[src/hdl/vp_pkg.sv]
// Shared types and constants for the vector projection block.
// Used by every file under hdl except vp_ram; depends on nothing.
package vp_pkg;

    localparam int MAX_LEN_DEF    = 64;
    localparam int ELEM_WIDTH_DEF = 16;

    // Q38.0 dot-product accumulators and the Q16.16 ratio
    localparam int ACC_W   = 38;
    localparam int FRAC_W  = 16;
    localparam int RATIO_W = 32;

    // Length field of a job; covers the largest vector length of 64
    localparam int N_W = 7;

    // Vectors that may be loaded or pending at once (one per u-store bank)
    localparam int QUEUE_DEPTH = 2;

    typedef struct packed {
        logic signed [ACC_W-1:0] uv;
        logic signed [ACC_W-1:0] uu;
        logic [N_W-1:0]          n;
        logic                    bank;
    } job_t;

    typedef struct packed {
        logic full;
        logic empty;
    } q_status_t;

endpackage

[src/hdl/vp_pair_if.sv]
// Input channel of the vector projection block: one (u, v) element pair.
// Depends on vp_pkg for the default element width.
interface vp_pair_if #(
    parameter int ELEM_WIDTH = vp_pkg::ELEM_WIDTH_DEF
) ();
    logic                         valid;
    logic                         ready;
    logic signed [ELEM_WIDTH-1:0] u_elem;
    logic signed [ELEM_WIDTH-1:0] v_elem;
    logic                         last_elem;

    modport source (output valid, output u_elem, output v_elem, output last_elem,
                    input ready);
    modport sink   (input valid, input u_elem, input v_elem, input last_elem,
                    output ready);
endinterface

[src/hdl/vp_front.sv]
// Front end: accepts element pairs, stores u, accumulates u.v and u.u,
// and pushes one job per vector. Depends on vp_pkg and vp_pair_if.
module vp_front #(
    parameter int MAX_LEN    = vp_pkg::MAX_LEN_DEF,
    parameter int ELEM_WIDTH = vp_pkg::ELEM_WIDTH_DEF,
    localparam int IDX_W     = (MAX_LEN > 1) ? $clog2(MAX_LEN) : 1,
    localparam int AW        = IDX_W + 1
) (
    input  logic                  clk,
    input  logic                  rst_n,
    vp_pair_if.sink               pairs,
    output logic                  ram_we,
    output logic [AW-1:0]         ram_waddr,
    output logic [ELEM_WIDTH-1:0] ram_wdata,
    output logic                  job_push,
    output vp_pkg::job_t          job,
    input  vp_pkg::q_status_t     q_st,
    input  logic                  release_job
);

    localparam int CNT_W  = $clog2(MAX_LEN + 1);
    localparam int PW     = 2 * ELEM_WIDTH;
    localparam int XW     = (PW > vp_pkg::ACC_W) ? PW : vp_pkg::ACC_W;
    localparam int OPEN_W = $clog2(vp_pkg::QUEUE_DEPTH + 1);

    logic accept;
    logic keep;

    logic [CNT_W-1:0]  count_reg,  count_next;
    logic              bank_reg,   bank_next;
    logic [OPEN_W-1:0] open_reg,   open_next;

    logic                         s1_valid_reg;
    logic                         s1_last_reg;
    logic [CNT_W-1:0]             s1_n_reg;
    logic                         s1_bank_reg;
    logic signed [ELEM_WIDTH-1:0] s1_u_reg;
    logic signed [ELEM_WIDTH-1:0] s1_v_reg;

    logic                             s2_valid_reg;
    logic                             s2_last_reg;
    logic [CNT_W-1:0]                 s2_n_reg;
    logic                             s2_bank_reg;
    logic signed [vp_pkg::ACC_W-1:0]  s2_puv_reg;
    logic signed [vp_pkg::ACC_W-1:0]  s2_puu_reg;

    logic signed [vp_pkg::ACC_W-1:0]  acc_uv_reg, acc_uv_next;
    logic signed [vp_pkg::ACC_W-1:0]  acc_uu_reg, acc_uu_next;

    logic signed [PW-1:0]             puv_full;
    logic signed [PW-1:0]             puu_full;
    logic signed [XW-1:0]             puv_ext;
    logic signed [XW-1:0]             puu_ext;
    logic signed [vp_pkg::ACC_W-1:0]  sum_uv;
    logic signed [vp_pkg::ACC_W-1:0]  sum_uu;

    // Hold off new pairs while both u-store banks are taken
    assign pairs.ready = (open_reg < OPEN_W'(vp_pkg::QUEUE_DEPTH));
    assign accept      = pairs.valid && pairs.ready;
    assign keep        = (count_reg < CNT_W'(MAX_LEN));

    // Store u in the bank of the vector being loaded
    assign ram_we    = accept && keep;
    assign ram_waddr = {bank_reg, count_reg[IDX_W-1:0]};
    assign ram_wdata = pairs.u_elem;

    // Element count, bank select and open-job count
    always_comb
    begin
        count_next = count_reg;
        bank_next  = bank_reg;
        if (accept)
        begin
            if (pairs.last_elem)
            begin
                count_next = '0;
                bank_next  = ~bank_reg;
            end
            else
            begin
                count_next = count_reg + CNT_W'(keep);
            end
        end
        open_next = open_reg + OPEN_W'(accept && pairs.last_elem) - OPEN_W'(release_job);
    end

    // Products, sign-extended or wrapped to accumulator width
    assign puv_full = s1_u_reg * s1_v_reg;
    assign puu_full = s1_u_reg * s1_u_reg;
    assign puv_ext  = XW'(puv_full);
    assign puu_ext  = XW'(puu_full);

    // Accumulate; the last pair closes the vector and clears the sums
    assign sum_uv = acc_uv_reg + s2_puv_reg;
    assign sum_uu = acc_uu_reg + s2_puu_reg;

    always_comb
    begin
        acc_uv_next = acc_uv_reg;
        acc_uu_next = acc_uu_reg;
        if (s2_valid_reg)
        begin
            if (s2_last_reg)
            begin
                acc_uv_next = '0;
                acc_uu_next = '0;
            end
            else
            begin
                acc_uv_next = sum_uv;
                acc_uu_next = sum_uu;
            end
        end
    end

    assign job_push = s2_valid_reg && s2_last_reg;
    assign job.uv   = sum_uv;
    assign job.uu   = sum_uu;
    assign job.n    = vp_pkg::N_W'(s2_n_reg);
    assign job.bank = s2_bank_reg;

    // Control state
    always_ff @(posedge clk or negedge rst_n)
    begin
        if (!rst_n)
        begin
            count_reg    <= '0;
            bank_reg     <= 1'b0;
            open_reg     <= '0;
            s1_valid_reg <= 1'b0;
            s2_valid_reg <= 1'b0;
            acc_uv_reg   <= '0;
            acc_uu_reg   <= '0;
        end
        else
        begin
            count_reg    <= count_next;
            bank_reg     <= bank_next;
            open_reg     <= open_next;
            s1_valid_reg <= accept;
            s2_valid_reg <= s1_valid_reg;
            acc_uv_reg   <= acc_uv_next;
            acc_uu_reg   <= acc_uu_next;
        end
    end

    // Pipeline payload; a dropped pair enters as zeros
    always_ff @(posedge clk)
    begin
        s1_u_reg    <= keep ? pairs.u_elem : '0;
        s1_v_reg    <= keep ? pairs.v_elem : '0;
        s1_last_reg <= pairs.last_elem;
        s1_n_reg    <= count_reg + CNT_W'(keep);
        s1_bank_reg <= bank_reg;
        s2_puv_reg  <= puv_ext[vp_pkg::ACC_W-1:0];
        s2_puu_reg  <= puu_ext[vp_pkg::ACC_W-1:0];
        s2_last_reg <= s1_last_reg;
        s2_n_reg    <= s1_n_reg;
        s2_bank_reg <= s1_bank_reg;
    end

    a_push_room: assert property (@(posedge clk) disable iff (!rst_n)
        job_push |-> !q_st.full)
        else $error("job pushed into a full queue");

    a_release_open: assert property (@(posedge clk) disable iff (!rst_n)
        release_job |-> (open_reg != '0))
        else $error("bank released with no open job");

endmodule

[src/flat_wrapper.sv]
// flat-port wrapper written by rule: the top's interface ports become plain ports
module vp_front_flat 
#(
    parameter int MAX_LEN    = vp_pkg::MAX_LEN_DEF,
    parameter int ELEM_WIDTH = vp_pkg::ELEM_WIDTH_DEF,
    localparam int IDX_W     = (MAX_LEN > 1) ? $clog2(MAX_LEN) : 1,
    localparam int AW        = IDX_W + 1
)
  (clk, rst_n, ram_we, ram_waddr, ram_wdata, job_push, job, q_st, release_job, pairs_valid, pairs_u_elem, pairs_v_elem, pairs_last_elem, pairs_ready);
  vp_pair_if #(.ELEM_WIDTH(ELEM_WIDTH)) pairs_i ();
  input  logic clk;
  input  logic rst_n;
  output logic ram_we;
  output logic [AW-1:0] ram_waddr;
  output logic [ELEM_WIDTH-1:0] ram_wdata;
  output logic job_push;
  output vp_pkg::job_t job;
  input  vp_pkg::q_status_t q_st;
  input  logic release_job;
  input wire logic [$bits(pairs_i.valid)-1:0] pairs_valid;
  input wire logic [$bits(pairs_i.u_elem)-1:0] pairs_u_elem;
  input wire logic [$bits(pairs_i.v_elem)-1:0] pairs_v_elem;
  input wire logic [$bits(pairs_i.last_elem)-1:0] pairs_last_elem;
  output wire logic [$bits(pairs_i.ready)-1:0] pairs_ready;
  assign pairs_i.valid = pairs_valid;
  assign pairs_i.u_elem = pairs_u_elem;
  assign pairs_i.v_elem = pairs_v_elem;
  assign pairs_i.last_elem = pairs_last_elem;
  assign pairs_ready = pairs_i.ready;
  vp_front #(.MAX_LEN(MAX_LEN), .ELEM_WIDTH(ELEM_WIDTH)) u_core (.clk(clk), .rst_n(rst_n), .pairs(pairs_i), .ram_we(ram_we), .ram_waddr(ram_waddr), .ram_wdata(ram_wdata), .job_push(job_push), .job(job), .q_st(q_st), .release_job(release_job));
endmodule
[config.mk]
export PLATFORM = sky130hd
export DESIGN_NAME = vp_front_flat
export DESIGN_NICKNAME = d
export VERILOG_FILES = /design/src/hdl/vp_pkg.sv /design/src/hdl/vp_pair_if.sv /design/src/hdl/vp_front.sv /design/src/flat_wrapper.sv
export SDC_FILE = /design/constraint.sdc
export NUM_CORES = 2
export LEC_CHECK = 0
export BUFFER_PORTS_ARGS = -buffer_cell sky130_fd_sc_hd__buf_4
export CORE_ASPECT_RATIO = 1.4
export CORE_UTILIZATION = 45
export CTS_BUF_LIST = sky130_fd_sc_hd__clkbuf_4
export CTS_CLUSTER_DIAMETER = 100
export DETAILED_ROUTE_END_ITERATION = 8
export PLACE_DENSITY_LB_ADDON = 0.05
export SYNTH_ARGS = -nofsm -noshare
export SYNTH_HDL_FRONTEND = slang
export SYNTH_SLANG_ARGS = --single-unit
[constraint.sdc]
create_clock -name clk -period 7 [get_ports clk]
set_input_delay 0.35 -clock clk [delete_from_list [all_inputs] [get_ports clk]]
set_output_delay 0.35 -clock clk [all_outputs]
set_load 0.1 [all_outputs]
; ---- Word-level counts from Yosys, hierarchy flattened
; Index checks and enable logic that the tools add are counted.
; W data, S select, Z words.
[op_classes]
add_sub_neg = 5
mul = 2
magnitude_cmp = 2
muxes = 3
n_bitwise = 1
reduce_logical = 5
[op_table]
columns = operator, count
row1 = $add A38 B32 Y38, 2
row2 = $mux W38, 2
row3 = $mul A16 B16 Y32, 2
row4 = $add A7 B1 Y7, 1
row5 = $lt A7 B7 Y1 const B, 1
row6 = $mux W7, 1
row7 = $logic_and A1 B1 Y1, 4
row8 = $add A2 B1 Y2, 1
row9 = $lt A2 B2 Y1 const B, 1
row10 = $reduce_and A2 Y1, 1
row11 = $sub A2 B1 Y2, 1
row12 = $not A1 Y1, 1
[word_totals]
reg_bits = 202
inputBits = 39
output_inout_bits = 110
word_cells = 35

; ---- Depth between registers and ports, before layout
[depth]
ltp_word = 5
mapped_depth = 25
mapped_depth_nobuf = 23

; ---- Least setup slack after synthesis
; OpenSTA, ideal clock, no wires.
[synth_timing]
path_type = reg2reg
startpoint = register u_core.s1_u_reg[3]
endpoint = register u_core.s2_puu_reg[31] (netlist name)
t_arrival_ps = 6257
required_ps = 6869
setup_slack_ps = 612
stages_incl_launch_ff = 23
n_path_buf = 3
period_less_slack_ps = 6388
cell_sequence = dfxtp_1 clkbuf_1 clkbuf_1 nand2_1 fa_1 fa_1 fa_1 inv_1 fa_1 fa_1 inv_1 fa_1 inv_1 ha_1 buf_2 nand4_1 or3_1 o31ai_1 a21oi_1 a2111o_1 a31oi_1 mux2i_1 o311ai_1
[synth_via]
elab_chain_len = 1
[synth_lines]
columns = element, line
row1 = from (decl), vp_front.sv:37  ; logic signed [ELEM_WIDTH-1:0] s1_u_reg;
row2 = from (signal assigned), vp_front.sv:150  ; s1_u_reg <= keep ? pairs.u_elem : '0;
row3 = $mul A16 B16 Y32, vp_front.sv:89  ; assign puu_full = s1_u_reg * s1_u_reg;
row4 = via u_core.puu_full[31], vp_front.sv:51  ; logic signed [PW-1:0] puu_full;
; The timed path passes the listed nets, and every way through them passes these cells.
; A chain may end at the register's enable or synchronous reset.

; ---- Worst setup path after layout
[layout_timing]
startpoint = register u_core.s1_v_reg[5]
endpoint = register u_core.s2_puv_reg[30] (netlist bit)
[layout_via]
elab_chain_len = 1
[layout_lines]
columns = element, line
row1 = from (decl), vp_front.sv:38  ; logic signed [ELEM_WIDTH-1:0] s1_v_reg;
row2 = from (signal assigned), vp_front.sv:151  ; s1_v_reg <= keep ? pairs.v_elem : '0;
row3 = $mul A16 B16 Y32, vp_front.sv:88  ; assign puv_full = s1_u_reg * s1_v_reg;
row4 = via u_core.puv_full[30], vp_front.sv:50  ; logic signed [PW-1:0] puv_full;
row5 = to (signal assigned), vp_front.sv:155  ; s2_puv_reg <= puv_ext[vp_pkg::ACC_W-1:0];
row6 = to (decl), vp_front.sv:44  ; logic signed [vp_pkg::ACC_W-1:0] s2_puv_reg;
; The timed path passes the listed nets, and every way through them passes these cells.

==> impl_metrics.toml <==
[synth]
ys_types = 75
yosysWarnings = 0
synth-async-reset-ratio_pct = 43.8
avgSynthCellArea_um2 = 9.52
ys_seq_elements = 201
synth_commonest_cells = "inv_1, fa_1, ha_1"
yosysMostFrequentCell = "inv_1"
synth_top_cells_by_area = "fa_1, ha_1, inv_1"
netlist_instances = 2984
ys_seq_area_share_pct = 15.7
syn_area_um2 = 28400
synth_nets = 3771
synthFlopType = "dfxtp_1"
synth_edf_count = 0
yosys.area.top_type = "fa_1"
synth_top_area_share_pct = 35.0

[timing]
slew_viol_final = 0
tns_ps = 0
slew_headroom_pct = 42.4
fin_crit_sh_pct = 95.5
worst_slew_pin_slew_ps = 864
setup_viol_count_final = 0
period_minus_slack_ps = 6690
hold_viol = 0
fin_ws_ps = 314
worst_clock_skew_ps = 29.3
fmax_ghz = 0.150
rsz0062_at_grt = "no"

[critical_path]
startpoint = "u_core.s1_v_reg[5]"
cp-endpoint = "u_core.s2_puv_reg[30]"
r2r_cells = 21
arrival_ps = 7430
r2r_start = "u_core.s1_v_reg[5]"
ff2ff_setup_slack_ps = 310
worstSetupStartpointType = "register"
crit_required_ps = 7740
crit_fanout = 16
setup.worst_path.class = "reg2reg"
timing.rr.end = "u_core.s2_puv_reg[30]"
cp-end-kind = "register"

[detailed_routing]
firstDrtPassIters = 5
viasPerCell = 5.15
wl_um = 68600
postRouteAntennaNets = 0
wl_per_cell_um = 17.0
dr_total_vias = 20785
drcViolationCount = 0
drtIter0Drc = 924

[clock_network]
cts_buffers = 56
cts.sinks = 201
cts_root_buf = "clkbuf_4"
clk_latency_ps = 830
cts_buffer_depth = 3
cts_tree = "yes"
cts_setup_buffers = 0
clk_pin_slew_ps = 70
htree_levels = 2

[grt]
grt_pass1_wl_um = 115000
track_usage_pct = 22.4
overflow = 0
antenna_found_initial = 2
grt_pass1_vias = 23042
grt_max_degree = 68

[floorplan]
row_count = 108
die-area_um2 = 64100
initial_core_util_pct = 45.7
die_width_um = 214
io_pins = 149
chipHeight_um = 299
core_um2 = 62200

[place]
place_area_um2 = 30500
placed_cells = 3892
preCtsSetupSlack_ps = 83.6
numPortBuffers = 146
hpwl_um = 56300
gp_congestion = 0.882

[layout]
multi_input_area_um2 = 21000
layout-drive-gt1-share_pct = 10.9
regArea_um2 = 4480
instances_no_fill = 4038
syn2layout_area_growth_pct = 11.3
stdcell_area_um2 = 31600
final_nets = 3949
fillers = 5974

[job]
max_cap_viol_count = 0

[hold_path]
hp-start = "pairs_valid"
hp-class = "in2reg"

[status]
outcome = "finished, final reports clean"
[critical path, cell delays in order (launching register included)]
cell and delay (ps):
dfxtp_1 740, and2_1 250, fa_1 420, inv_1 80
fa_1 430, fa_1 510, inv_1 60, fa_1 500
fa_1 490, inv_1 50, fa_1 470, inv_1 40
ha_1 340, and2_1 200, a32o_1 250, a41oi_1 320
o21ai_0 190, a21oi_1 250, o21ai_1 150, a311o_1 380
a311oi_1 320, xnor2_1 170
[logic make-up (layout without fill, tap and decap cells)]
| family | after synthesis | count (layout) | share of synthesized area [%] |
|---|---|---|---|
| xor+xnor | 162 | 162 | 5.00 |
| compound gates | 447 | 447 | 11.2 |
| buf+inv | 754 | 979 | 10.3 |
| fa+ha+maj | 748 | 748 | 46.1 |
| other cells | 0 | 4 | 0 |
| simple gates | 669 | 669 | 11.6 |
| flops | 201 | 201 | 15.7 |
| mux | 3 | 3 | 0.106 |
[placed cells by master (no fill, tap or decap), types with 26 or more instances in the layout]
cell           netlist  routed
and2_1             174     174
xnor2_1            124     124
inv_1              626     626
dfxtp_1            113     103
nand2_1            249     249
dfrtp_1             88      88
nand3_1             26      26
buf_4               25     206
a22o_1              72      72
dlygate4sd3_1        0      36
o21ai_0             67      67
fa_1               497     497
nor2_1              95      94
a21o_1              60      60
clkbuf_4             0      87
a21oi_1            109     109
ha_1               251     251
nor2b_1             49      49
xor2_1              38      38
[area by class of cell]
type                            count  area share [%]
Multi-Input combinational cell   2029            66.5
Clock inverter                     18           0.249
Sequential cell                   201            14.2
Inverter                          628            7.46
Tap cell                          825            3.27
Antenna cell                        4          0.0317
Clock buffer                       87            2.07
Timing Repair Buffer              246            6.29
[what timing repair did]
item                                    CTS  global route
endpoints found under the setup margin    0             5
gates resized for setup                   0            10
hold buffers                             37             0
endpoints found under the hold margin    74             0
[stage by stage]
stage / utilization, % / hold slack (ps)
6_report: 50.9 / 74.5
5_1_grt: 50.9 / 57.1
4_1_cts: 50.8 / 3.09
3_5_place_dp: 49.0 / 312
3_3_place_gp: 49.0 / 310
2_1_floorplan: - / 54.4
[worst min path at each step]
stage	end	slack (ps)	cells after the start
floorplan	u_core.acc_uu_reg[0]	50	0
global placement	u_core.s2_n_reg[1]	310	0
detailed placement	u_core.s2_n_reg[1]	310	0
CTS	u_core.s1_valid_reg	3	3
global route	u_core.s1_valid_reg	60	3
finish	u_core.s1_valid_reg	70	3
[routing by layer]
layer | up-vias | routed length (µm) | global-route usage (%) | share of wire (%)
met2 | 391 | 36600 | 41.8 | 53
li1 | 9685 | - | - | -
met5 | - | 0 | 0 | 0
met3 | 100 | 2390 | 2.51 | 3.5
met1 | 10609 | 27800 | 26.7 | 41
met4 | 0 | 1850 | 7.19 | 2.7
Power is not shown: default switching activity piles up to over one toggle a cycle in this logic, so the estimate is an artifact.
