$ cat src/hdl/vp_pkg.sv
// Shared types and constants for the vector projection block.
// Used by every file under hdl except vp_ram; depends on nothing.
package vp_pkg;

    localparam int MAX_LEN_DEF    = 64;
    localparam int ELEM_WIDTH_DEF = 16;

    // Q38.0 dot-product accumulators and the Q16.16 ratio
    localparam int ACC_W   = 38;
    localparam int FRAC_W  = 16;
    localparam int RATIO_W = 32;

    // Length field of a job; covers the largest vector length of 64
    localparam int N_W = 7;

    // Vectors that may be loaded or pending at once (one per u-store bank)
    localparam int QUEUE_DEPTH = 2;

    typedef struct packed {
        logic signed [ACC_W-1:0] uv;
        logic signed [ACC_W-1:0] uu;
        logic [N_W-1:0]          n;
        logic                    bank;
    } job_t;

    typedef struct packed {
        logic full;
        logic empty;
    } q_status_t;

endpackage

$ cat src/hdl/vp_proj_if.sv
// Output channel of the vector projection block: one projected element.
// Depends on vp_pkg for the default element width.
interface vp_proj_if #(
    parameter int ELEM_WIDTH = vp_pkg::ELEM_WIDTH_DEF
) ();
    logic                         valid;
    logic                         ready;
    logic signed [ELEM_WIDTH-1:0] proj_elem;
    logic                         last_out;
    logic                         zero_divisor;

    modport source (output valid, output proj_elem, output last_out, output zero_divisor,
                    input ready);
    modport sink   (input valid, input proj_elem, input last_out, input zero_divisor,
                    output ready);
endinterface

$ cat src/hdl/vp_div.sv
// Restoring divider, one quotient bit per cycle: (uv << 16) / uu,
// truncated toward zero and saturated to 32 bits. Depends on vp_pkg.
module vp_div (
    input  logic                              clk,
    input  logic                              rst_n,
    input  logic                              start,
    input  logic signed [vp_pkg::ACC_W-1:0]   uv,
    input  logic signed [vp_pkg::ACC_W-1:0]   uu,
    output logic                              done,
    output logic signed [vp_pkg::RATIO_W-1:0] ratio
);

    localparam int AW     = vp_pkg::ACC_W;
    localparam int RW     = vp_pkg::RATIO_W;
    localparam int NQ_W   = vp_pkg::ACC_W + vp_pkg::FRAC_W;
    localparam int STEP_W = $clog2(NQ_W + 1);

    logic              busy_reg;
    logic              fin_reg;
    logic              done_reg;
    logic [STEP_W-1:0] step_reg;
    logic              neg_reg;
    logic [AW-1:0]     rem_reg;
    logic [AW-1:0]     den_reg;
    logic [NQ_W-1:0]   nq_reg;
    logic signed [RW-1:0] ratio_reg;

    logic [AW-1:0]   uv_mag;
    logic [AW-1:0]   uu_mag;
    logic [AW:0]     trial;
    logic [AW:0]     diff;
    logic            ge;
    logic            sat_pos;
    logic            sat_neg;
    logic [RW-1:0]   q_low;

    assign uv_mag = uv[AW-1] ? (~uv + 1'b1) : uv;
    assign uu_mag = uu[AW-1] ? (~uu + 1'b1) : uu;

    // One restoring step: shift in the next numerator bit, try the subtract
    assign trial = {rem_reg, nq_reg[NQ_W-1]};
    assign diff  = trial - {1'b0, den_reg};
    assign ge    = (trial >= {1'b0, den_reg});

    // Saturation of the quotient magnitude
    assign q_low   = nq_reg[RW-1:0];
    assign sat_pos = (nq_reg[NQ_W-1:RW-1] != '0);
    assign sat_neg = (nq_reg[NQ_W-1:RW] != '0) || (nq_reg[RW-1] && (nq_reg[RW-2:0] != '0));

    always_ff @(posedge clk or negedge rst_n)
    begin
        if (!rst_n)
        begin
            busy_reg <= 1'b0;
            fin_reg  <= 1'b0;
            done_reg <= 1'b0;
            step_reg <= '0;
        end
        else
        begin
            done_reg <= fin_reg;
            fin_reg  <= 1'b0;
            if (start)
            begin
                busy_reg <= 1'b1;
                step_reg <= STEP_W'(NQ_W);
            end
            else if (busy_reg)
            begin
                step_reg <= step_reg - 1'b1;
                if (step_reg == STEP_W'(1))
                begin
                    busy_reg <= 1'b0;
                    fin_reg  <= 1'b1;
                end
            end
        end
    end

    // Datapath: load operands, iterate, then sign and saturate
    always_ff @(posedge clk)
    begin
        if (start)
        begin
            nq_reg  <= {uv_mag, {vp_pkg::FRAC_W{1'b0}}};
            den_reg <= uu_mag;
            rem_reg <= '0;
            neg_reg <= uv[AW-1] ^ uu[AW-1];
        end
        else if (busy_reg)
        begin
            nq_reg  <= {nq_reg[NQ_W-2:0], ge};
            rem_reg <= ge ? diff[AW-1:0] : trial[AW-1:0];
        end
        if (fin_reg)
        begin
            if (neg_reg)
            begin
                ratio_reg <= sat_neg ? {1'b1, {(RW-1){1'b0}}} : $signed(~q_low + 1'b1);
            end
            else
            begin
                ratio_reg <= sat_pos ? {1'b0, {(RW-1){1'b1}}} : $signed(q_low);
            end
        end
    end

    assign done  = done_reg;
    assign ratio = ratio_reg;

endmodule

$ cat src/hdl/vp_back.sv
// Back end: takes one job at a time, divides, then streams the stored u
// elements through read, multiply and round stages. Depends on vp_pkg,
// vp_proj_if and vp_div.
module vp_back #(
    parameter int MAX_LEN    = vp_pkg::MAX_LEN_DEF,
    parameter int ELEM_WIDTH = vp_pkg::ELEM_WIDTH_DEF,
    localparam int IDX_W     = (MAX_LEN > 1) ? $clog2(MAX_LEN) : 1,
    localparam int AW        = IDX_W + 1
) (
    input  logic                         clk,
    input  logic                         rst_n,
    input  vp_pkg::job_t                 job,
    input  vp_pkg::q_status_t            q_st,
    output logic                         pop,
    output logic                         ram_re,
    output logic [AW-1:0]                ram_raddr,
    input  logic signed [ELEM_WIDTH-1:0] ram_rdata,
    output logic                         release_job,
    vp_proj_if.source                    proj
);

    localparam int CNT_W = $clog2(MAX_LEN + 1);
    localparam int RW    = vp_pkg::RATIO_W;
    localparam int PRW   = ELEM_WIDTH + RW;
    localparam int SW    = PRW - vp_pkg::FRAC_W;

    localparam logic [1:0] ST_IDLE = 2'd0;
    localparam logic [1:0] ST_DIV  = 2'd1;
    localparam logic [1:0] ST_EMIT = 2'd2;

    logic [1:0]       state_reg, state_next;
    logic [CNT_W-1:0] k_reg;
    logic [CNT_W-1:0] k_last_reg;
    logic             bank_reg;
    logic             zero_reg;
    logic signed [RW-1:0] ratio_reg;

    logic                         a_valid_reg;
    logic                         a_last_reg;
    logic                         b_valid_reg;
    logic                         b_last_reg;
    logic signed [PRW-1:0]        prod_reg;
    logic                         out_valid_reg;
    logic                         out_last_reg;
    logic                         out_zero_reg;
    logic signed [ELEM_WIDTH-1:0] out_proj_reg;

    logic                         job_zero;
    logic                         div_start;
    logic                         div_done;
    logic signed [RW-1:0]         div_ratio;
    logic                         adv;
    logic                         issue;
    logic                         k_is_last;
    logic signed [PRW-1:0]        prod_full;
    logic signed [SW-1:0]         shifted;
    logic [SW-ELEM_WIDTH:0]       hi_bits;
    logic                         fits;
    logic signed [ELEM_WIDTH-1:0] proj_sat;

    // Take a job only once the element stages have drained
    assign pop       = (state_reg == ST_IDLE) && !q_st.empty && !a_valid_reg && !b_valid_reg;
    assign job_zero  = (job.uu == '0);
    assign div_start = pop && !job_zero;

    vp_div u_div (
        .clk   (clk),
        .rst_n (rst_n),
        .start (div_start),
        .uv    (job.uv),
        .uu    (job.uu),
        .done  (div_done),
        .ratio (div_ratio)
    );

    // Whole element pipeline moves when the output register can take a value
    assign adv         = !out_valid_reg || proj.ready;
    assign issue       = (state_reg == ST_EMIT) && adv;
    assign k_is_last   = (k_reg == k_last_reg);
    assign release_job = issue && k_is_last;
    assign ram_re      = issue;
    assign ram_raddr   = {bank_reg, k_reg[IDX_W-1:0]};

    // Sequencer
    always_comb
    begin
        state_next = state_reg;
        case (state_reg)
            ST_IDLE:
            begin
                if (pop)
                begin
                    state_next = job_zero ? ST_EMIT : ST_DIV;
                end
            end
            ST_DIV:
            begin
                if (div_done)
                begin
                    state_next = ST_EMIT;
                end
            end
            ST_EMIT:
            begin
                if (release_job)
                begin
                    state_next = ST_IDLE;
                end
            end
            default:
            begin
                state_next = ST_IDLE;
            end
        endcase
    end

    // Multiply, floor-shift by 16, saturate to the element range
    assign prod_full = ram_rdata * ratio_reg;
    assign shifted   = prod_reg[PRW-1:vp_pkg::FRAC_W];
    assign hi_bits   = shifted[SW-1:ELEM_WIDTH-1];
    assign fits      = (&hi_bits) || !(|hi_bits);
    assign proj_sat  = fits ? shifted[ELEM_WIDTH-1:0]
                     : (shifted[SW-1] ? {1'b1, {(ELEM_WIDTH-1){1'b0}}}
                                      : {1'b0, {(ELEM_WIDTH-1){1'b1}}});

    // Control state
    always_ff @(posedge clk or negedge rst_n)
    begin
        if (!rst_n)
        begin
            state_reg     <= ST_IDLE;
            k_reg         <= '0;
            a_valid_reg   <= 1'b0;
            b_valid_reg   <= 1'b0;
            out_valid_reg <= 1'b0;
        end
        else
        begin
            state_reg <= state_next;
            if (pop)
            begin
                k_reg <= '0;
            end
            else if (issue)
            begin
                k_reg <= k_reg + 1'b1;
            end
            if (adv)
            begin
                a_valid_reg   <= issue;
                b_valid_reg   <= a_valid_reg;
                out_valid_reg <= b_valid_reg;
            end
        end
    end

    // Job fields, ratio and element payload
    always_ff @(posedge clk)
    begin
        if (pop)
        begin
            k_last_reg <= CNT_W'(job.n) - 1'b1;
            bank_reg   <= job.bank;
            zero_reg   <= job_zero;
        end
        if (pop && job_zero)
        begin
            ratio_reg <= '0;
        end
        else if (div_done)
        begin
            ratio_reg <= div_ratio;
        end
        if (adv)
        begin
            a_last_reg   <= k_is_last;
            prod_reg     <= prod_full;
            b_last_reg   <= a_last_reg;
            out_proj_reg <= proj_sat;
            out_last_reg <= b_last_reg;
            out_zero_reg <= zero_reg;
        end
    end

    assign proj.valid        = out_valid_reg;
    assign proj.proj_elem    = out_proj_reg;
    assign proj.last_out     = out_last_reg;
    assign proj.zero_divisor = out_zero_reg;

    a_done_in_div: assert property (@(posedge clk) disable iff (!rst_n)
        div_done |-> (state_reg == ST_DIV))
        else $error("divider finished outside the division phase");

    a_div_drained: assert property (@(posedge clk) disable iff (!rst_n)
        (state_reg == ST_DIV) |-> (!a_valid_reg && !b_valid_reg))
        else $error("ratio may change under elements still in flight");

endmodule

$ cat src/flat_wrapper.sv
// flat-port wrapper written by rule: the top's interface ports become plain ports
module vp_back_flat 
#(
    parameter int MAX_LEN    = vp_pkg::MAX_LEN_DEF,
    parameter int ELEM_WIDTH = vp_pkg::ELEM_WIDTH_DEF,
    localparam int IDX_W     = (MAX_LEN > 1) ? $clog2(MAX_LEN) : 1,
    localparam int AW        = IDX_W + 1
)
  (clk, rst_n, job, q_st, pop, ram_re, ram_raddr, ram_rdata, release_job, proj_valid, proj_proj_elem, proj_last_out, proj_zero_divisor, proj_ready);
  vp_proj_if #(.ELEM_WIDTH(ELEM_WIDTH)) proj_i ();
  input  logic clk;
  input  logic rst_n;
  input  vp_pkg::job_t job;
  input  vp_pkg::q_status_t q_st;
  output logic pop;
  output logic ram_re;
  output logic [AW-1:0] ram_raddr;
  input  logic signed [ELEM_WIDTH-1:0] ram_rdata;
  output logic release_job;
  output wire logic [$bits(proj_i.valid)-1:0] proj_valid;
  output wire logic [$bits(proj_i.proj_elem)-1:0] proj_proj_elem;
  output wire logic [$bits(proj_i.last_out)-1:0] proj_last_out;
  output wire logic [$bits(proj_i.zero_divisor)-1:0] proj_zero_divisor;
  input wire logic [$bits(proj_i.ready)-1:0] proj_ready;
  assign proj_valid = proj_i.valid;
  assign proj_proj_elem = proj_i.proj_elem;
  assign proj_last_out = proj_i.last_out;
  assign proj_zero_divisor = proj_i.zero_divisor;
  assign proj_i.ready = proj_ready;
  vp_back #(.MAX_LEN(MAX_LEN), .ELEM_WIDTH(ELEM_WIDTH)) u_core (.clk(clk), .rst_n(rst_n), .job(job), .q_st(q_st), .pop(pop), .ram_re(ram_re), .ram_raddr(ram_raddr), .ram_rdata(ram_rdata), .release_job(release_job), .proj(proj_i));
endmodule
$ cat config.mk
export PLATFORM = sky130hd
export DESIGN_NAME = vp_back_flat
export DESIGN_NICKNAME = d
export VERILOG_FILES = /design/src/hdl/vp_pkg.sv /design/src/hdl/vp_proj_if.sv /design/src/hdl/vp_div.sv /design/src/hdl/vp_back.sv /design/src/flat_wrapper.sv
export SDC_FILE = /design/constraint.sdc
export NUM_CORES = 2
export LEC_CHECK = 0
export BUFFER_PORTS_ARGS = -buffer_cell sky130_fd_sc_hd__buf_2
export CELL_PAD_IN_SITES_DETAIL_PLACEMENT = 0
export CELL_PAD_IN_SITES_GLOBAL_PLACEMENT = 1
export CORE_UTILIZATION = 54
export DETAILED_ROUTE_END_ITERATION = 8
export PLACE_DENSITY_LB_ADDON = 0.1
export SYNTH_ARGS = -nofsm -noshare
export SYNTH_HDL_FRONTEND = slang
export SYNTH_SLANG_ARGS = --single-unit
$ cat constraint.sdc
create_clock -name clk -period 17.87 [get_ports clk]
set_clock_uncertainty 0.05 [all_clocks]
set_input_delay 1.787 -clock clk [delete_from_list [all_inputs] [get_ports clk]]
set_output_delay 1.787 -clock clk [all_outputs]
set_load 0.02 [all_outputs]
After elaboration in Yosys (flattened, before gate mapping)
Index checks and enable logic that the tools add are counted.
{ "op_classes": {"n_mul": 1, "reduce_logical": 27, "n_lt_le_gt_ge": 1, "n_mux": 25, "n_addsub": 7, "eq_ne": 7, "bitwise_logic": 4} }
{ "ops": {"columns": ["cell", "count"], "rows": [
  ["54-bit two-way mux", 2],
  ["32-bit two-way mux", 3],
  ["38-bit by 1-bit adder with 38-bit output, second input constant", 2],
  ["38-bit two-way mux", 2],
  ["38-bit inverter", 2],
  ["16-bit by 32-bit multiplier with 48-bit output", 1],
  ["39-bit by 38-bit greater-or-equal comparator with 1-bit output", 1],
  ["38-bit zero test", 1],
  ["38-bit subtractor", 1],
  ["37-bit two-way mux", 1],
  ["32-bit by 1-bit adder with 32-bit output, second input constant", 1],
  ["16-bit two-way mux", 2],
  ["32-bit inverter", 1],
  ["31-bit nonzero test", 1],
  ["23-bit nonzero test", 1],
  ["22-bit nonzero test", 1],
  ["17-bit AND reduction", 1],
  ["17-bit OR reduction", 1],
  ["7-bit two-way mux", 2],
  ["6-bit two-way mux", 2],
  ["1-bit logical AND", 8],
  ["2-bit two-way mux", 4],
  ["7-bit by 1-bit adder with 7-bit output, second input constant", 1],
  ["7-bit equality test", 1],
  ["other kinds (15)", 29]
]} }
{ "word_totals": {"in_bits": 105, "reg_bits": 293, "wordCells": 98} }

Depth between registers and ports, before layout
{ "depth": {"ltp_word": 6, "mapped_depth": 25, "ltp_nobuf": 24} }

By module
Synthesis repeated with hierarchy kept, for this count alone.
{ "unflattened": {"cells_unflattened": 3465, "area_unflattened_um2": 32473.6} }
{ "modules_own_cells": {"columns": ["module", "instances", "cells_per_inst", "area_per_inst_um2", "seq_area_each_um2"], "rows": [
  ["vp_back", 1, 2299, 21543.2, 2772.7],
  ["vp_div", 1, 1166, 10930.5, 4579.4]
]} }

Worst setup path before layout
Ideal clock, no wire load.
{ "synth_timing": {"path_type": "input to register", "start": "in ram_rdata[15]", "end": "reg u_core.prod_reg[47], data pin", "setup_time_ps": 260, "t_required_ps": 17560, "path_slack_ps": 9770, "path_stages": 22, "t_arrival_ps": 7790, "cell_sequence": "clkinv_1 -> buf_1 -> nor2_1 -> fa_1 -> fa_1 -> fa_1 -> fa_1 -> fa_1 -> inv_1 -> fa_1 -> inv_1 -> ha_1 -> a21oi_1 -> o21ai_0 -> a32o_1 -> nor3_1 -> a211o_1 -> o211ai_1 -> or4_1 -> a31o_2 -> a21oi_1 -> xnor2_1"} }
{ "synth_via": {"elab_chain_len": 1} }
{ "synth_lines": {"columns": ["item", "line_no", "text"], "rows": [
  ["from (decl)", "flat_wrapper.sv:18", "input logic signed [ELEM_WIDTH-1:0] ram_rdata;"],
  ["16-bit by 32-bit multiplier with 48-bit output", "vp_back.sv:118", "assign prod_full = ram_rdata * ratio_reg;"],
  ["via u_core.prod_full[47]", "vp_back.sv:55", "logic signed [PRW-1:0] prod_full;"],
  ["to (signal assigned)", "vp_back.sv:177", "prod_reg <= prod_full;"],
  ["to (decl)", "vp_back.sv:42", "logic signed [PRW-1:0] prod_reg;"]
]} }
The timed path passes the listed nets, and every way through them passes these cells.
A chain may end at the register's enable or synchronous reset.

Worst setup path after layout
{ "layout_timing": {"start": "in ram_rdata[10]", "end": "reg u_core.prod_reg[41], data pin"} }
Same word-level chain as after synthesis.

==> metrics.md <==
| Metric | Value |
|---|---|
| Residual DRC | 0 |
| Root Buffer Master | clkbuf_16 |
| Sink Count | 277 |
| Routability Congestion | 0.885 |
| Post-synthesis sequential area ratio | 0.231 |
| Pre-Repair DR Iteration Count | 5 |
| Final hold vios | 0 |
| Slew margin rel. | 0.232 |
| Most common cell after layout, fill and taps aside | inv_1 |
| # rows | 88 |
| CP Class | in2reg |
| GRT Util Overall | 0.258 |
| Die Area | 60000 um2 |
| Commonest non-fill, non-tap cells in the layout | 619 x inv_1, 486 x fa_1, 394 x nand2_1, 203 x and2_1, 170 x edfxtp_1 |
| Element type at the critical path start | input port |
| Clk_lat worst skew | 0.60 ns |
| Nets | 4152 |
| Antenna violations before repair | 4 |
| Core Util, Final | 0.587 |
| Gr ovfl total | 0 |
| Fmax achieved | 118 MHz |
| Vias in the first global route | 24000 |
| CTS tree | done |
| Worst Hold Class | reg2reg |
| Largest net degree at the start of global routing | 99 |
| Seq cells post-synth | 277 |
| WL/cell | 17.8 um |
| Clk slew on worst S/H paths | 0.06 ns |
| Via density | 5.48 |
| Area growth from synthesis to layout | 6.82% |
| RSZ-0062 raised after global routing | no |
| Max reg flops | 54 |
| # placed instances | 4137 |
| Postcts setup bufs | 0 |
| Avg Cell Area, Syn | 9.44 um2 |
| Synth Cell Area | 31900 um2 |
| DP Wirelength | 56.2 mm |
| H-tree depth | 1 |
| Pin slew with the least headroom to its limit | 1.15 ns |
| Fin crit period | 8.50 ns |
| First-pass GRT wire length | 124 mm |
| Synth Warn # | 0 |
| Status | complete, no violations |
| Most used DFF post-synth | edfxtp_1 |
| Die H | 245 um |
| Largest fanout on the critical path | 32 |
| Crit path DAT | 8.79 ns |
| Final ANT Viol Nets | 0 |
| Slew Limit Fails | 0 |
| Finish-stage setup viols | 0 |
| Routed WL | 74.9 mm |
| Via count | 23000 |
| Post-synth EDFFs | 170 |
| Total Neg Setup Slack | 0 ns |
| Cells after Synth | 3377 |
| Synth unique cells | 76 |
| Synth top area cells | fa_1 31%, edfxtp_1 16%, inv_1 7.3% |
| CTS buffer count | 31 |
| Die W | 245 um |
| Starting Density | 0.549 |
| Fill cells | 5136 |
| Asr flop ratio synth | 0.0758 |
| Post-CTS Resized | 0 |
| Core Region | 58000 um2 |
| Area fraction of the dominant cell type after synthesis | 0.305 |
| Leading area contributor after synthesis | fa_1 |
| Worst setup EP type | register |
| Data required time of the worst path | 18.16 ns |
| IO buf count | 132 |
| Max capacitance violation total | 0 |
| Hold buffer count at cts | 0 |
| CTS Buffer Depth | 3 |
| DR iter-0 viols | 1174 |
| Share of layout cells above drive strength 1 | 0.0691 |
| Syn Nets | 4124 |
| Non-Filler Instances | 4199 |
| Final period utilization | 0.476 |
| Number of I/O pins | 134 |
[layer usage]
| metal | track usage | routed length, um |
|---|---|---|
| met1 | 0.350 | 33300 |
| met2 | 0.437 | 35700 |
| met3 | 0.0337 | 4000 |
| met4 | 0.0649 | 1940 |
| met5 | 0 | 0 |
[cell type report]
cell class / count / area (um2) / area share
clock buffer: 46 / 862 / 0.0253
inverter: 622 / 2330 / 0.0686
timing repair buffer: 154 / 826 / 0.0243
multi-input combinational: 2319 / 21500 / 0.633
antenna: 4 / 10.0 / 0.000294
sequential: 277 / 7360 / 0.216
tap: 765 / 957 / 0.0281
clock inverter: 12 / 155 / 0.00456
[cells by family (layout without fill, tap and decap cells)]
group	after synthesis	count (layout)	synth area share
mux	75	75	0.0236
flops	277	277	0.231
xor+xnor	164	164	0.0451
other cells	0	4	0
buf+inv	781	834	0.0942
compound gates	443	443	0.0882
simple gates	995	995	0.152
fa+ha+maj	642	642	0.366
[synthesized netlist by cell type, drive strengths merged, types with 5 or more instances]
cell,instances
or4,17
xnor2,100
nor2,151
a21o,39
and3,8
a31oi,9
nand2,395
inv,621
dfrtp,21
o21ai,166
nor2b,11
edfxtp,170
a31o,7
nor3,27
nand3b,5
dfxtp,86
ha,156
nand4,21
a211o,8
o41ai,11
o21bai,8
mux2i,74
o31ai,25
o21a,5
buf,30
and2,203
o311ai,24
nand2b,24
clkbuf,129
or3,22
nor4,20
a211oi,6
nand3,61
and4,6
fa,486
nor3b,8
a21oi,93
or2,13
xor2,64
o2111ai,5
[through the flow]
step	cell area [um2]	worst slack (ns)	hold slack, ns
detailed placement	33000	8.71	0.357
floorplan	31900	9.77	0.350
CTS	34000	9.30	0.372
finish	34000	9.37	0.372
global placement	33000	8.81	0.353
global route	34000	8.95	0.376
[critical path, cell delays in order]
cell and delay (ns):
buf_2 0.62, nand2_1 0.19, fa_1 0.59, inv_1 0.06, fa_1 0.51, fa_1 0.56, fa_1 0.53, fa_1 0.54
inv_1 0.05, fa_1 0.53, inv_1 0.04, ha_1 0.35, nand4_1 0.12, nor3_1 0.35, o2111ai_1 0.43, a211o_1 0.43
a21boi_0 0.40, o41ai_1 0.17, o21bai_1 0.23, a21oi_1 0.11, xnor2_1 0.14
[path summary, 6_finish.rpt]
path	start	endpoint	slack (ns)	cells past startpoint
setup reg to reg	u_core.ratio_reg[14]	u_core.prod_reg[41]	10.20	20
hold reg to reg	u_core.a_last_reg	u_core.b_last_reg	0.37	0
min in group asynchronous	rst_n	u_core.k_reg[0]	1.12	1
setup / recovery	ram_rdata[10]	u_core.prod_reg[41]	9.37	21
hold / removal	u_core.a_last_reg	u_core.b_last_reg	0.37	0
max in group asynchronous	rst_n	u_core.u_div.busy_reg	16.22	1
Power is not shown: default switching activity piles up to over one toggle a cycle in this logic, so the estimate is an artifact.
